==> src/rtl/rgba_blit_pkg.sv <==
package rgba_blit_pkg;

    localparam int CHAN_W    = 8;
    localparam int COORD_W   = 13;
    localparam int COUNT_W   = 12;
    localparam int ADDR_W    = 26;
    localparam int WORD_W    = 32;
    localparam int BE_W      = 4;
    localparam int FIELD_W   = 9;
    localparam int FORMAT_W  = 4 * FIELD_W;
    localparam int DIMREG_W  = 13;
    localparam int BPP_W     = 3;
    localparam int CFG_IDX_W = 3;
    localparam int CFG_DATA_W = FORMAT_W;

    localparam int QUEUE_DEPTH = 4;
    localparam int QPTR_W      = $clog2(QUEUE_DEPTH);
    localparam int QCNT_W      = $clog2(QUEUE_DEPTH + 1);

    localparam logic [CFG_IDX_W-1:0] CFG_PIXEL_FORMAT    = 3'd0;
    localparam logic [CFG_IDX_W-1:0] CFG_SCREEN_WIDTH    = 3'd1;
    localparam logic [CFG_IDX_W-1:0] CFG_SCREEN_HEIGHT   = 3'd2;
    localparam logic [CFG_IDX_W-1:0] CFG_BYTES_PER_PIXEL = 3'd3;
    localparam logic [CFG_IDX_W-1:0] CFG_ORIGIN_X        = 3'd4;
    localparam logic [CFG_IDX_W-1:0] CFG_ORIGIN_Y        = 3'd5;
    localparam logic [CFG_IDX_W-1:0] CFG_IMAGE_WIDTH     = 3'd6;
    localparam logic [CFG_IDX_W-1:0] CFG_IMAGE_HEIGHT    = 3'd7;

    typedef struct packed {
        logic [CHAN_W-1:0] alpha_in;
        logic [CHAN_W-1:0] blue_in;
        logic [CHAN_W-1:0] green_in;
        logic [CHAN_W-1:0] red_in;
    } pix_in_t;

    typedef struct packed {
        logic [ADDR_W-1:0] byte_address;
        logic [WORD_W-1:0] pixel_word;
        logic [BE_W-1:0]   byte_enable;
    } result_t;

    typedef struct packed {
        logic [FORMAT_W-1:0] pixel_format;
        logic [DIMREG_W-1:0] screen_width;
        logic [DIMREG_W-1:0] screen_height;
        logic [BPP_W-1:0]    bytes_per_pixel;
        logic [COUNT_W-1:0]  origin_x;
        logic [COUNT_W-1:0]  origin_y;
        logic [DIMREG_W-1:0] image_width;
        logic [DIMREG_W-1:0] image_height;
    } cfg_t;

    typedef struct packed {
        pix_in_t            pixel;
        logic [COORD_W-1:0] pos_x;
        logic [COORD_W-1:0] pos_y;
    } q_entry_t;

    typedef struct packed {
        logic [QCNT_W-1:0] count;
        logic              full;
    } q_status_t;

    function automatic logic [WORD_W-1:0] pack_channel(
        input logic [CHAN_W-1:0]  value,
        input logic [FIELD_W-1:0] field
    );
        logic [3:0]        len;
        logic [CHAN_W-1:0] kept;
        logic [WORD_W-1:0] wide;
        len = field[3:0];
        if (len > 4'd8)
        begin
            len = 4'd8;
        end
        kept = value >> (4'd8 - len);
        wide = {24'b0, kept};
        if (len == 4'd0)
        begin
            pack_channel = '0;
        end
        else
        begin
            pack_channel = wide << field[8:4];
        end
    endfunction

    function automatic logic [BPP_W-1:0] clamp_bpp(input logic [BPP_W-1:0] bpp);
        if (bpp == 3'd0)
        begin
            clamp_bpp = 3'd1;
        end
        else if (bpp > 3'd4)
        begin
            clamp_bpp = 3'd4;
        end
        else
        begin
            clamp_bpp = bpp;
        end
    endfunction

endpackage

==> src/rtl/rgba_image_blit_clip_pack_core.sv <==
// rgba image blit: clips source pixels to the screen and packs them for a framebuffer
// src channel: one rgba8888 pixel per request, in raster order of the source image;
// the block keeps its own column and row counters, wrapping at image_width by image_height
// dst channel: one request per visible pixel carrying byte address, packed little-endian
// pixel word and byte enables; clipped pixels produce nothing
// cfg port: cfg_write with cfg_index and cfg_data writes one register; only while idle
// throughput: one pixel per clock, sustained, src and dst both able to move every cycle
// dst_valid rises once an accepted visible pixel has passed the queue write, then the row
// times width multiply stage, then the output register
// the front takes pixels into a four entry queue; src_stall is high only while it is full
// when the receiver stalls, the output register holds its request, the back pipeline
// freezes and the queue fills; up to six pixels in flight before src_stall rises
// reset clears counters, queue and pipeline valids and restores the register defaults
// (screen and image 1 by 1, four bytes per pixel, origin zero, pixel format zero)
module rgba_image_blit_clip_pack_core #(
    parameter int MAX_SCREEN_DIM = 4096
) (
    input  logic                                       clk,
    input  logic                                       rst_n,
    input  logic                                       src_valid,
    output logic                                       src_stall,
    input  rgba_blit_pkg::pix_in_t                     src_pixel,
    output logic                                       dst_valid,
    input  logic                                       dst_stall,
    output rgba_blit_pkg::result_t                     dst_result,
    input  logic                                       cfg_write,
    input  logic [rgba_blit_pkg::CFG_IDX_W-1:0]        cfg_index,
    input  logic [rgba_blit_pkg::CFG_DATA_W-1:0]       cfg_data
);

    localparam int DIM_W = $clog2(MAX_SCREEN_DIM + 1);

    rgba_blit_pkg::cfg_t       cfg_reg, cfg_next;
    logic [DIM_W-1:0]          screen_w, screen_h;
    logic                      push, pop, head_valid;
    rgba_blit_pkg::q_entry_t   push_entry, head_entry;
    rgba_blit_pkg::q_status_t  q_stat;

    always_comb
    begin
        cfg_next = cfg_reg;
        if (cfg_write)
        begin
            unique case (cfg_index)
                rgba_blit_pkg::CFG_PIXEL_FORMAT:
                    cfg_next.pixel_format = cfg_data;
                rgba_blit_pkg::CFG_SCREEN_WIDTH:
                    cfg_next.screen_width = cfg_data[12:0];
                rgba_blit_pkg::CFG_SCREEN_HEIGHT:
                    cfg_next.screen_height = cfg_data[12:0];
                rgba_blit_pkg::CFG_BYTES_PER_PIXEL:
                    cfg_next.bytes_per_pixel = cfg_data[2:0];
                rgba_blit_pkg::CFG_ORIGIN_X:
                    cfg_next.origin_x = cfg_data[11:0];
                rgba_blit_pkg::CFG_ORIGIN_Y:
                    cfg_next.origin_y = cfg_data[11:0];
                rgba_blit_pkg::CFG_IMAGE_WIDTH:
                    cfg_next.image_width = cfg_data[12:0];
                rgba_blit_pkg::CFG_IMAGE_HEIGHT:
                    cfg_next.image_height = cfg_data[12:0];
                default:
                    cfg_next = cfg_reg;
            endcase
        end
    end

    always_ff @(posedge clk or negedge rst_n)
    begin
        if (!rst_n)
        begin
            cfg_reg.pixel_format    <= '0;
            cfg_reg.screen_width    <= 13'd1;
            cfg_reg.screen_height   <= 13'd1;
            cfg_reg.bytes_per_pixel <= 3'd4;
            cfg_reg.origin_x        <= '0;
            cfg_reg.origin_y        <= '0;
            cfg_reg.image_width     <= 13'd1;
            cfg_reg.image_height    <= 13'd1;
        end
        else
        begin
            cfg_reg <= cfg_next;
        end
    end

    // screen sizes above the supported maximum act as the maximum
    assign screen_w = (32'(cfg_reg.screen_width) > 32'(MAX_SCREEN_DIM))
                    ? DIM_W'(MAX_SCREEN_DIM) : DIM_W'(cfg_reg.screen_width);
    assign screen_h = (32'(cfg_reg.screen_height) > 32'(MAX_SCREEN_DIM))
                    ? DIM_W'(MAX_SCREEN_DIM) : DIM_W'(cfg_reg.screen_height);

    rgba_blit_front #(
        .DIM_W (DIM_W)
    ) u_front (
        .clk        (clk),
        .rst_n      (rst_n),
        .cfg        (cfg_reg),
        .screen_w   (screen_w),
        .screen_h   (screen_h),
        .src_valid  (src_valid),
        .src_stall  (src_stall),
        .src_pixel  (src_pixel),
        .q_full     (q_stat.full),
        .push       (push),
        .push_entry (push_entry)
    );

    rgba_blit_queue u_queue (
        .clk        (clk),
        .rst_n      (rst_n),
        .push       (push),
        .push_entry (push_entry),
        .pop        (pop),
        .head_valid (head_valid),
        .head_entry (head_entry),
        .status     (q_stat)
    );

    rgba_blit_back #(
        .DIM_W (DIM_W)
    ) u_back (
        .clk        (clk),
        .rst_n      (rst_n),
        .cfg        (cfg_reg),
        .screen_w   (screen_w),
        .head_valid (head_valid),
        .head_entry (head_entry),
        .pop        (pop),
        .dst_valid  (dst_valid),
        .dst_stall  (dst_stall),
        .dst_result (dst_result)
    );

    a_queue_bound: assert property (@(posedge clk) disable iff (!rst_n)
        32'(q_stat.count) <= rgba_blit_pkg::QUEUE_DEPTH)
        else $error("queue occupancy above depth");

    a_queue_count: assert property (@(posedge clk) disable iff (!rst_n)
        (push && !q_stat.full && !pop) |=> (q_stat.count == $past(q_stat.count) + 1'b1))
        else $error("queue count did not follow a push");

    a_be_shape: assert property (@(posedge clk) disable iff (!rst_n)
        dst_valid |-> (dst_result.byte_enable == 4'h1 || dst_result.byte_enable == 4'h3
                    || dst_result.byte_enable == 4'h7 || dst_result.byte_enable == 4'hf))
        else $error("byte enable not a low run of ones");

    a_word_masked: assert property (@(posedge clk) disable iff (!rst_n)
        (dst_valid && !dst_result.byte_enable[3]) |-> (dst_result.pixel_word[31:24] == 8'h0))
        else $error("pixel word has data in a disabled byte");

endmodule

==> src/rtl/rgba_blit_front.sv <==
module rgba_blit_front #(
    parameter int DIM_W = 13
) (
    input  logic                                clk,
    input  logic                                rst_n,
    input  rgba_blit_pkg::cfg_t                 cfg,
    input  logic [DIM_W-1:0]                    screen_w,
    input  logic [DIM_W-1:0]                    screen_h,
    input  logic                                src_valid,
    output logic                                src_stall,
    input  rgba_blit_pkg::pix_in_t              src_pixel,
    input  logic                                q_full,
    output logic                                push,
    output rgba_blit_pkg::q_entry_t             push_entry
);

    logic [rgba_blit_pkg::COUNT_W-1:0] col_reg, col_next;
    logic [rgba_blit_pkg::COUNT_W-1:0] row_reg, row_next;
    logic [rgba_blit_pkg::COORD_W-1:0] col_inc, row_inc;
    logic [rgba_blit_pkg::COORD_W-1:0] pos_x, pos_y;
    logic                              visible;
    logic                              accept;

    assign src_stall = q_full;
    assign accept    = src_valid && !q_full;

    assign pos_x = {1'b0, cfg.origin_x} + {1'b0, col_reg};
    assign pos_y = {1'b0, cfg.origin_y} + {1'b0, row_reg};

    assign visible = (32'(pos_x) < 32'(screen_w)) && (32'(pos_y) < 32'(screen_h));
    assign push    = accept && visible;

    assign push_entry.pixel = src_pixel;
    assign push_entry.pos_x = pos_x;
    assign push_entry.pos_y = pos_y;

    // counters step for every pixel, clipped or not
    always_comb
    begin
        col_inc  = {1'b0, col_reg} + 13'd1;
        row_inc  = {1'b0, row_reg} + 13'd1;
        col_next = col_reg;
        row_next = row_reg;
        if (accept)
        begin
            if (col_inc >= cfg.image_width || col_inc[12])
            begin
                col_next = '0;
                if (row_inc >= cfg.image_height || row_inc[12])
                begin
                    row_next = '0;
                end
                else
                begin
                    row_next = row_inc[11:0];
                end
            end
            else
            begin
                col_next = col_inc[11:0];
            end
        end
    end

    always_ff @(posedge clk or negedge rst_n)
    begin
        if (!rst_n)
        begin
            col_reg <= '0;
            row_reg <= '0;
        end
        else
        begin
            col_reg <= col_next;
            row_reg <= row_next;
        end
    end

endmodule

==> src/rtl/rgba_blit_queue.sv <==
module rgba_blit_queue (
    input  logic                       clk,
    input  logic                       rst_n,
    input  logic                       push,
    input  rgba_blit_pkg::q_entry_t    push_entry,
    input  logic                       pop,
    output logic                       head_valid,
    output rgba_blit_pkg::q_entry_t    head_entry,
    output rgba_blit_pkg::q_status_t   status
);

    rgba_blit_pkg::q_entry_t slots [rgba_blit_pkg::QUEUE_DEPTH];

    logic [rgba_blit_pkg::QPTR_W-1:0] wr_ptr_reg, wr_ptr_next;
    logic [rgba_blit_pkg::QPTR_W-1:0] rd_ptr_reg, rd_ptr_next;
    logic [rgba_blit_pkg::QCNT_W-1:0] count_reg, count_next;
    logic                             do_push, do_pop;

    assign status.count = count_reg;
    assign status.full  = (count_reg == rgba_blit_pkg::QCNT_W'(rgba_blit_pkg::QUEUE_DEPTH));
    assign head_valid   = (count_reg != '0);
    assign head_entry   = slots[rd_ptr_reg];

    assign do_push = push && !status.full;
    assign do_pop  = pop && head_valid;

    always_comb
    begin
        wr_ptr_next = do_push ? wr_ptr_reg + 1'b1 : wr_ptr_reg;
        rd_ptr_next = do_pop ? rd_ptr_reg + 1'b1 : rd_ptr_reg;
        count_next  = count_reg;
        if (do_push && !do_pop)
        begin
            count_next = count_reg + 1'b1;
        end
        else if (do_pop && !do_push)
        begin
            count_next = count_reg - 1'b1;
        end
    end

    always_ff @(posedge clk or negedge rst_n)
    begin
        if (!rst_n)
        begin
            wr_ptr_reg <= '0;
            rd_ptr_reg <= '0;
            count_reg  <= '0;
        end
        else
        begin
            wr_ptr_reg <= wr_ptr_next;
            rd_ptr_reg <= rd_ptr_next;
            count_reg  <= count_next;
        end
    end

    always_ff @(posedge clk)
    begin
        if (do_push)
        begin
            slots[wr_ptr_reg] <= push_entry;
        end
    end

endmodule

==> src/rtl/rgba_blit_back.sv <==
module rgba_blit_back #(
    parameter int DIM_W = 13
) (
    input  logic                       clk,
    input  logic                       rst_n,
    input  rgba_blit_pkg::cfg_t        cfg,
    input  logic [DIM_W-1:0]           screen_w,
    input  logic                       head_valid,
    input  rgba_blit_pkg::q_entry_t    head_entry,
    output logic                       pop,
    output logic                       dst_valid,
    input  logic                       dst_stall,
    output rgba_blit_pkg::result_t     dst_result
);

    localparam int PROD_W = rgba_blit_pkg::COORD_W + DIM_W;

    // stage a: row times width, channel packing
    logic                                a_valid_reg, a_valid_next;
    logic [PROD_W-1:0]                   a_prod_reg;
    logic [rgba_blit_pkg::COORD_W-1:0]   a_x_reg;
    logic [rgba_blit_pkg::WORD_W-1:0]    a_word_reg;
    logic [rgba_blit_pkg::BE_W-1:0]      a_be_reg;
    logic [rgba_blit_pkg::BPP_W-1:0]     a_bpp_reg;

    logic                                out_valid_reg, out_valid_next;
    rgba_blit_pkg::result_t              out_reg;

    logic                                advance;
    logic                                load_a;
    logic [rgba_blit_pkg::BPP_W-1:0]     bpp;
    logic [rgba_blit_pkg::BE_W-1:0]      be;
    logic [rgba_blit_pkg::WORD_W-1:0]    mask;
    logic [rgba_blit_pkg::WORD_W-1:0]    word;
    logic [31:0]                         pos_sum;
    logic [rgba_blit_pkg::ADDR_W-1:0]    pos;
    logic [rgba_blit_pkg::ADDR_W-1:0]    addr;

    assign advance = !out_valid_reg || !dst_stall;
    assign load_a  = !a_valid_reg || advance;
    assign pop     = head_valid && load_a;

    assign bpp = rgba_blit_pkg::clamp_bpp(cfg.bytes_per_pixel);
    assign be  = 4'((5'd1 << bpp) - 5'd1);

    always_comb
    begin
        for (int i = 0; i < rgba_blit_pkg::BE_W; i++)
        begin
            mask[i*8 +: 8] = {8{be[i]}};
        end
        word = rgba_blit_pkg::pack_channel(head_entry.pixel.red_in,
                                           cfg.pixel_format[8:0])
             | rgba_blit_pkg::pack_channel(head_entry.pixel.green_in,
                                           cfg.pixel_format[17:9])
             | rgba_blit_pkg::pack_channel(head_entry.pixel.blue_in,
                                           cfg.pixel_format[26:18])
             | rgba_blit_pkg::pack_channel(head_entry.pixel.alpha_in,
                                           cfg.pixel_format[35:27]);
    end

    // stage b: add column, scale by bytes per pixel, wrap to address width
    assign pos_sum = 32'(a_prod_reg) + 32'(a_x_reg);
    assign pos     = pos_sum[rgba_blit_pkg::ADDR_W-1:0];
    assign addr    = pos * rgba_blit_pkg::ADDR_W'(a_bpp_reg);

    always_comb
    begin
        a_valid_next   = a_valid_reg;
        out_valid_next = out_valid_reg;
        if (load_a)
        begin
            a_valid_next = head_valid;
        end
        if (advance)
        begin
            out_valid_next = a_valid_reg;
        end
    end

    always_ff @(posedge clk or negedge rst_n)
    begin
        if (!rst_n)
        begin
            a_valid_reg   <= 1'b0;
            out_valid_reg <= 1'b0;
        end
        else
        begin
            a_valid_reg   <= a_valid_next;
            out_valid_reg <= out_valid_next;
        end
    end

    always_ff @(posedge clk)
    begin
        if (pop)
        begin
            a_prod_reg <= PROD_W'(head_entry.pos_y) * PROD_W'(screen_w);
            a_x_reg    <= head_entry.pos_x;
            a_word_reg <= word & mask;
            a_be_reg   <= be;
            a_bpp_reg  <= bpp;
        end
        if (advance && a_valid_reg)
        begin
            out_reg.byte_address <= addr;
            out_reg.pixel_word   <= a_word_reg;
            out_reg.byte_enable  <= a_be_reg;
        end
    end

    assign dst_valid  = out_valid_reg;
    assign dst_result = out_reg;

endmodule
==> config.mk <==
export PLATFORM = sky130hd
export DESIGN_NAME = rgba_image_blit_clip_pack_core
export DESIGN_NICKNAME = d
export VERILOG_FILES = /design/src/rtl/rgba_blit_pkg.sv /design/src/rtl/rgba_image_blit_clip_pack_core.sv /design/src/rtl/rgba_blit_front.sv /design/src/rtl/rgba_blit_queue.sv /design/src/rtl/rgba_blit_back.sv
export SDC_FILE = /design/constraint.sdc
export NUM_CORES = 1
export LEC_CHECK = 0
export ABC_AREA = 1
export BUFFER_PORTS_ARGS = -buffer_cell sky130_fd_sc_hd__buf_2
export CAP_MARGIN = 20
export CORE_UTILIZATION = 57
export DETAILED_ROUTE_END_ITERATION = 7
export HOLD_SLACK_MARGIN = 0.05
export PLACE_DENSITY = 0.86
export RECOVER_POWER = 100
export SETUP_SLACK_MARGIN = 0.3
export SLEW_MARGIN = 20
export SYNTH_ARGS = -nofsm -noshare
export SYNTH_HDL_FRONTEND = slang
export SYNTH_HIERARCHICAL = 1
export SYNTH_SLANG_ARGS = --single-unit
export TNS_END_PERCENT = 100
==> constraint.sdc <==
create_clock -name clk -period 5.76 [get_ports clk]
set_input_delay 0.288 -clock clk [delete_from_list [all_inputs] [get_ports clk]]
set_output_delay 0.288 -clock clk [all_outputs]
set_load 0.01 [all_outputs]
After elaboration in Yosys (flattened, before gate mapping)
Memories as Yosys holds them, arrays and structs flattened.
Index checks and enable logic that the tools add are counted.
{"block": "totals", "word_cells": 126, "ff_bits": 288, "output_inout_bits": 64, "memories": 1, "input_bits": 76, "mem_bits_rw": 232}
{"block": "op_classes", "shifts": 9, "bitwise": 4, "reduce_logical": 36, "mux": 18, "magnitude_cmp": 11, "n_eq_ne": 8, "n_addsub": 14, "mul": 2}
{"name": "u_queue.slots", "words": 4, "word_bits": 58, "rd": 1, "rd_ports_with_merged_regs": 0, "wr": 1, "line": "rgba_blit_queue.sv:12", "rtl": "rgba_blit_pkg::q_entry_t slots [rgba_blit_pkg::QUEUE_DEPTH];"}
{"op": "32-bit two-way mux", "n": 4}
{"op": "8-bit by 5-bit left shift with 32-bit output", "n": 4}
{"op": "32-bit OR", "n": 3}
{"op": "32-bit AND", "n": 1}
{"op": "8-bit by 4-bit >> shifter with 8-bit output", "n": 4}
{"op": "12-bit by 1-bit adder with 13-bit output (second input constant)", "n": 2}
{"op": "12-bit by 12-bit adder with 13-bit output", "n": 2}
{"op": "26-bit by 13-bit adder with 26-bit output", "n": 1}
{"op": "13-bit >= comparator", "n": 2}
{"op": "13-bit > comparator (second input constant)", "n": 2}
{"op": "13-bit < comparator", "n": 2}
{"op": "13-bit by 13-bit multiplier with 26-bit output", "n": 1}
{"op": "26-bit by 3-bit multiplier with 26-bit output", "n": 1}
{"op": "13-bit two-way mux", "n": 2}
{"op": "12-bit two-way mux", "n": 2}
{"op": "2-bit AND reduction", "n": 9}
{"op": "4-bit > comparator (second input constant)", "n": 4}
{"op": "4-bit logical NOT", "n": 4}
{"op": "4-bit two-way mux", "n": 4}
{"op": "4-bit subtractor (first input constant)", "n": 4}
{"op": "3-bit equality test (second input constant)", "n": 5}
{"op": "3-bit two-way mux", "n": 4}
{"op": "1-bit logical AND", "n": 9}
{"op": "3-bit by 2-bit equality test with 1-bit output (second input constant)", "n": 2}
{"op": "other kinds (13)", "n": 24}

Longest topological paths before layout
{"block": "logic_depth", "depth_word": 10, "mapped_depth": 30, "ltp_nobuf": 29}

Cells and area by module
The synthesis kept the hierarchy.
{"mod": "rgba_blit_back", "seq_area_each_um2": 4224.1, "area_per_inst_um2": 17488.0, "instances": 1, "cells_per_inst": 2389}
{"mod": "rgba_blit_queue", "seq_area_each_um2": 7141.8, "area_per_inst_um2": 10037.1, "instances": 1, "cells_per_inst": 737}
{"mod": "rgba_image_blit_clip_pack_core", "seq_area_each_um2": 2884.0, "area_per_inst_um2": 4526.8, "instances": 1, "cells_per_inst": 495}
{"mod": "rgba_blit_front", "seq_area_each_um2": 600.6, "area_per_inst_um2": 4090.2, "instances": 1, "cells_per_inst": 610}

Least setup slack after synthesis
No wires, ideal clock.
{"block": "synth_timing", "path_kind": "flip-flop to flip-flop", "from": "register cfg_reg[72] (netlist bit)", "to": "register u_back.a_prod_reg[24] (data pin)", "synth_period_minus_slack_ns": 5.991, "setup_slack_ns": -0.231, "setup_ns": 0.262, "required_ns": 5.498, "n_path_buf": 2, "stages_incl_launch_ff": 29, "t_arrival_ns": 5.729, "cell_sequence": "dfrtp_1 nor2_1 nand2_1 nor2_1 nand2_1 clkbuf_1 a21oi_1 clkbuf_1 nand2_1 fa_1 inv_1 fa_1 inv_1 fa_1 fa_1 fa_1 inv_1 ha_1 nand2_1 a21oi_1 a211oi_1 nand2_1 a21boi_0 o21ai_1 nand3_1 nand2_1 nand2_1 o21ai_1 xor2_1"}
{"block": "synth_between", "elab_chain_cells": 3}
{"element": "start: declaration", "line": "rgba_image_blit_clip_pack_core.sv:33", "rtl": "rgba_blit_pkg::cfg_t cfg_reg, cfg_next;"}
{"element": "start signal: assignment", "line": "rgba_image_blit_clip_pack_core.sv:82", "rtl": "cfg_reg <= cfg_next;"}
{"element": "13-bit > comparator", "line": "rgba_image_blit_clip_pack_core.sv:87", "rtl": "assign screen_w = (32'(cfg_reg.screen_width) > 32'(MAX_SCREEN_DIM))"}
{"element": "13-bit two-way mux", "line": "rgba_image_blit_clip_pack_core.sv:88", "rtl": "? DIM_W'(MAX_SCREEN_DIM) : DIM_W'(cfg_reg.screen_width);"}
{"element": "net screen_w[4]", "line": "rgba_image_blit_clip_pack_core.sv:34", "rtl": "logic [DIM_W-1:0] screen_w, screen_h;"}
{"element": "13-bit by 13-bit multiplier with 26-bit output", "line": "rgba_blit_back.sv:99", "rtl": "a_prod_reg <= PROD_W'(head_entry.pos_y) * PROD_W'(screen_w);"}
{"element": "end signal: assignment", "line": "rgba_blit_back.sv:99"}
{"element": "end: declaration", "line": "rgba_blit_back.sv:20", "rtl": "logic [PROD_W-1:0] a_prod_reg;"}
The timed path passes the listed nets, and every way through them passes these cells.
A chain may end at the register's enable or synchronous reset.

Worst setup path in the final report
{"block": "layout_timing", "from": "register cfg_reg[66] (netlist bit)", "to": "register u_back.a_prod_reg[24] (data pin)"}
The elaborated chain is that of the path after synthesis.

==> results.sh <==
export IMPL_grt_usage=0.288
export IMPL_hold_viol_final=0
export IMPL_multi_input_area_um2=18000
export IMPL_syn_nets=4649
export IMPL_netlist_instances=4231
export IMPL_cap_violations=6
export IMPL_antenna_found_initial=4
export IMPL_slowest_delay_ps=550
export IMPL_synthTopCellsByArea="edfxtp_1 31%, nand2_1 11%, dfrtp_1 9.9%"
export IMPL_hold_class="input port to flop"
export IMPL_final_fill_count=4627
export IMPL_yosysTopAreaCell="edfxtp_1"
export IMPL_final_setup_viol_count=4
export IMPL_ys_seq_elements=519
export IMPL_rsz0062_at_grt="yes"
export IMPL_dieArea_um2=64400
export IMPL_die_h_um=254
export IMPL_totalWireLength_mm=95.7
export IMPL_fin_crit_ps=5870
export IMPL_ys_seq_area_frac=0.411
export IMPL_cts_tree="done"
export IMPL_path_class="flop to flop"
export IMPL_worstSkewPairLatency_ps=620
export IMPL_ioPinCount=140
export IMPL_drcViolationCount=0
export IMPL_postSynthAreaPerCell_um2=8.54
export IMPL_core_area_um2=62200
export IMPL_yosysMostFrequentCell="nand2_1"
export IMPL_synth_edf_count=371
export IMPL_required_ps=6110
export IMPL_fin_nets=4823
export IMPL_grt_pass1_wl_mm=147
export IMPL_num_rows=91
export IMPL_worst_slack_ps=-114
export IMPL_slew_headroom=-0.982
export IMPL_vias=30400
export IMPL_synth_top_area_share=0.308
export IMPL_clock_fmax_ghz=0.170
export IMPL_violations="capacitance limit, slew limit, setup timing"
export IMPL_cts_sinks=519
export IMPL_grt_ovfl_total=0
export IMPL_wl_per_cell_um=18.1
export IMPL_slowest_stage="dfstp_2"
export IMPL_gp_congestion=1.03
export IMPL_syn_cell_area_um2=36100
export IMPL_crit_arrival_ps=6220
export IMPL_synth_async_sr_flop_share=0.285
export IMPL_largest_reg_flops=232
export IMPL_vias_per_cell=5.74
export IMPL_numCtsBuffers=53
export IMPL_clk_pin_slew_ps=70
export IMPL_clock_path_buffers=3
export IMPL_start_util=0.581
export IMPL_area_growth_pct=12.3
export IMPL_die_w_um=254
export IMPL_grt_pass1_vias=28200
export IMPL_synth_commonest_cells="1102 x nand2_1, 709 x inv_1, 432 x nand3_1"
export IMPL_cts_htree_levels=2
export IMPL_clockRootBuffer="clkbuf_16"
export IMPL_tightest_slew_ps=2970
export IMPL_slew_viol_final=259
export IMPL_cp_end_kind="flop"
export IMPL_regArea_um2=14900
export IMPL_ys_warn_count=6
export IMPL_finalClockSkew_ps=27.1
export IMPL_initialDrtViolationCount=3579
export IMPL_path_max_fanout=4
export IMPL_status="finished, violations left"
export IMPL_synth_distinct_cells=58
export IMPL_grt_max_degree=93
export IMPL_synth_flop_cell="edfxtp_1"
export IMPL_io_buffers=139
export IMPL_design_area_um2=40600
export IMPL_dpl_hpwl_mm=64.8
export IMPL_drt_pass1_iter_count=6
export IMPL_layout_drive_gt1_share=0.106
export IMPL_dpl_cell_area_um2=37600
export IMPL_finalCritPeriodShare=1.02
export IMPL_startpoint_type="flop"
export IMPL_ant_nets=0
[placed cells by master (no fill, tap or decap), types with 23 or more instances in the layout]
| master | instances |
|---|---|
| fa_1 | 147 |
| nand2_1 | 1078 |
| o21ai_0 | 146 |
| o211ai_1 | 53 |
| a21oi_1 | 114 |
| edfxtp_1 | 371 |
| inv_1 | 687 |
| nand2_2 | 34 |
| buf_4 | 75 |
| xor2_1 | 67 |
| dlygate4sd3_1 | 57 |
| clkbuf_1 | 109 |
| nor3_1 | 23 |
| buf_2 | 39 |
| inv_2 | 26 |
| xnor2_1 | 27 |
| o211ai_2 | 65 |
| ha_1 | 181 |
| dfrtp_1 | 141 |
| nand3_1 | 431 |
| clkbuf_16 | 53 |
| nor2_1 | 192 |
| nand4_1 | 64 |
[per-layer routing]
layer  up-vias  GRT usage  part of all wire
met1     14300      0.400              0.40
met2      1691      0.458              0.46
li1      14100          -                 -
met3       319     0.0545              0.10
met5         -          0                 0
met4         0     0.0912             0.039
[critical path: cells and delay by family, from the launching register on]
| kind | cells | cell delay (ps) |
|---|---|---|
| xor gates and xnor gates | 1 | 90 |
| AOI/OAI and AO/OA | 4 | 440 |
| DFF | 1 | 550 |
| and+or+nand+nor | 11 | 970 |
| buffers and inverters | 9 | 700 |
| adders and majority gates | 6 | 2850 |
[path summary, 6_finish.rpt]
path,depth (start not counted),slack (ps),startpoint,to
max in group asynchronous,3,2080,rst_n,cfg_reg[68]
min in group asynchronous,2,350,rst_n,cfg_reg[1]
max,31,-110,cfg_reg[66],u_back/a_prod_reg[24]
min,3,130,cfg_data[12],cfg_reg[12]
max reg2reg,31,-110,cfg_reg[66],u_back/a_prod_reg[24]
min reg2reg,0,420,u_back/a_word_reg[2],u_back/dst_result[6]
[through the flow]
stage | hold slack, ps | setup WS, ps | TNS [ps] | util | cells
after global placement | 401 | 124 | 0 | 0.606 | 5082
after global routing | 151 | -340 | -1730 | 0.653 | 5289
final | 132 | -114 | -325 | 0.653 | 5289
after detailed placement | 405 | -53.0 | -87.8 | 0.606 | 5082
after floorplan | -7.59 | 184 | 0 | - | 4231
after CTS | 94.8 | 203 | 0 | 0.651 | 5266
[kinds of logic after synthesis]
family | after synthesis | share of synthesized area
compound gates | 479 | 0.0879
xor+xnor | 100 | 0.0254
fa+ha+maj | 342 | 0.149
buf+inv | 912 | 0.105
flops | 519 | 0.411
other cells | 1 | 0.000104
simple gates | 1878 | 0.222
[what timing repair did]
action                     CTS  global route
hold endpoints to repair   239             0
pin swaps                   56            25
hold buffers                57             0
setup endpoints to repair   11            17
setup buffers               26            21
gates resized for setup     70            49
gates cloned                 1             0
[area by class of cell]
cell class	count	area share
Multi-Input combinational cell	2800	0.444
Sequential cell	519	0.366
Inverter	724	0.0674
Timing Repair Buffer	306	0.0529
Clock buffer	57	0.0330
Tap cell	837	0.0258
Clock inverter	43	0.0109
Timing Repair inverter	1	0.000277
Antenna cell	2	0.000123
Power is left out: the tool's default activity adds up to more than one toggle a clock period on the data nets, which glitch-free logic cannot reach.
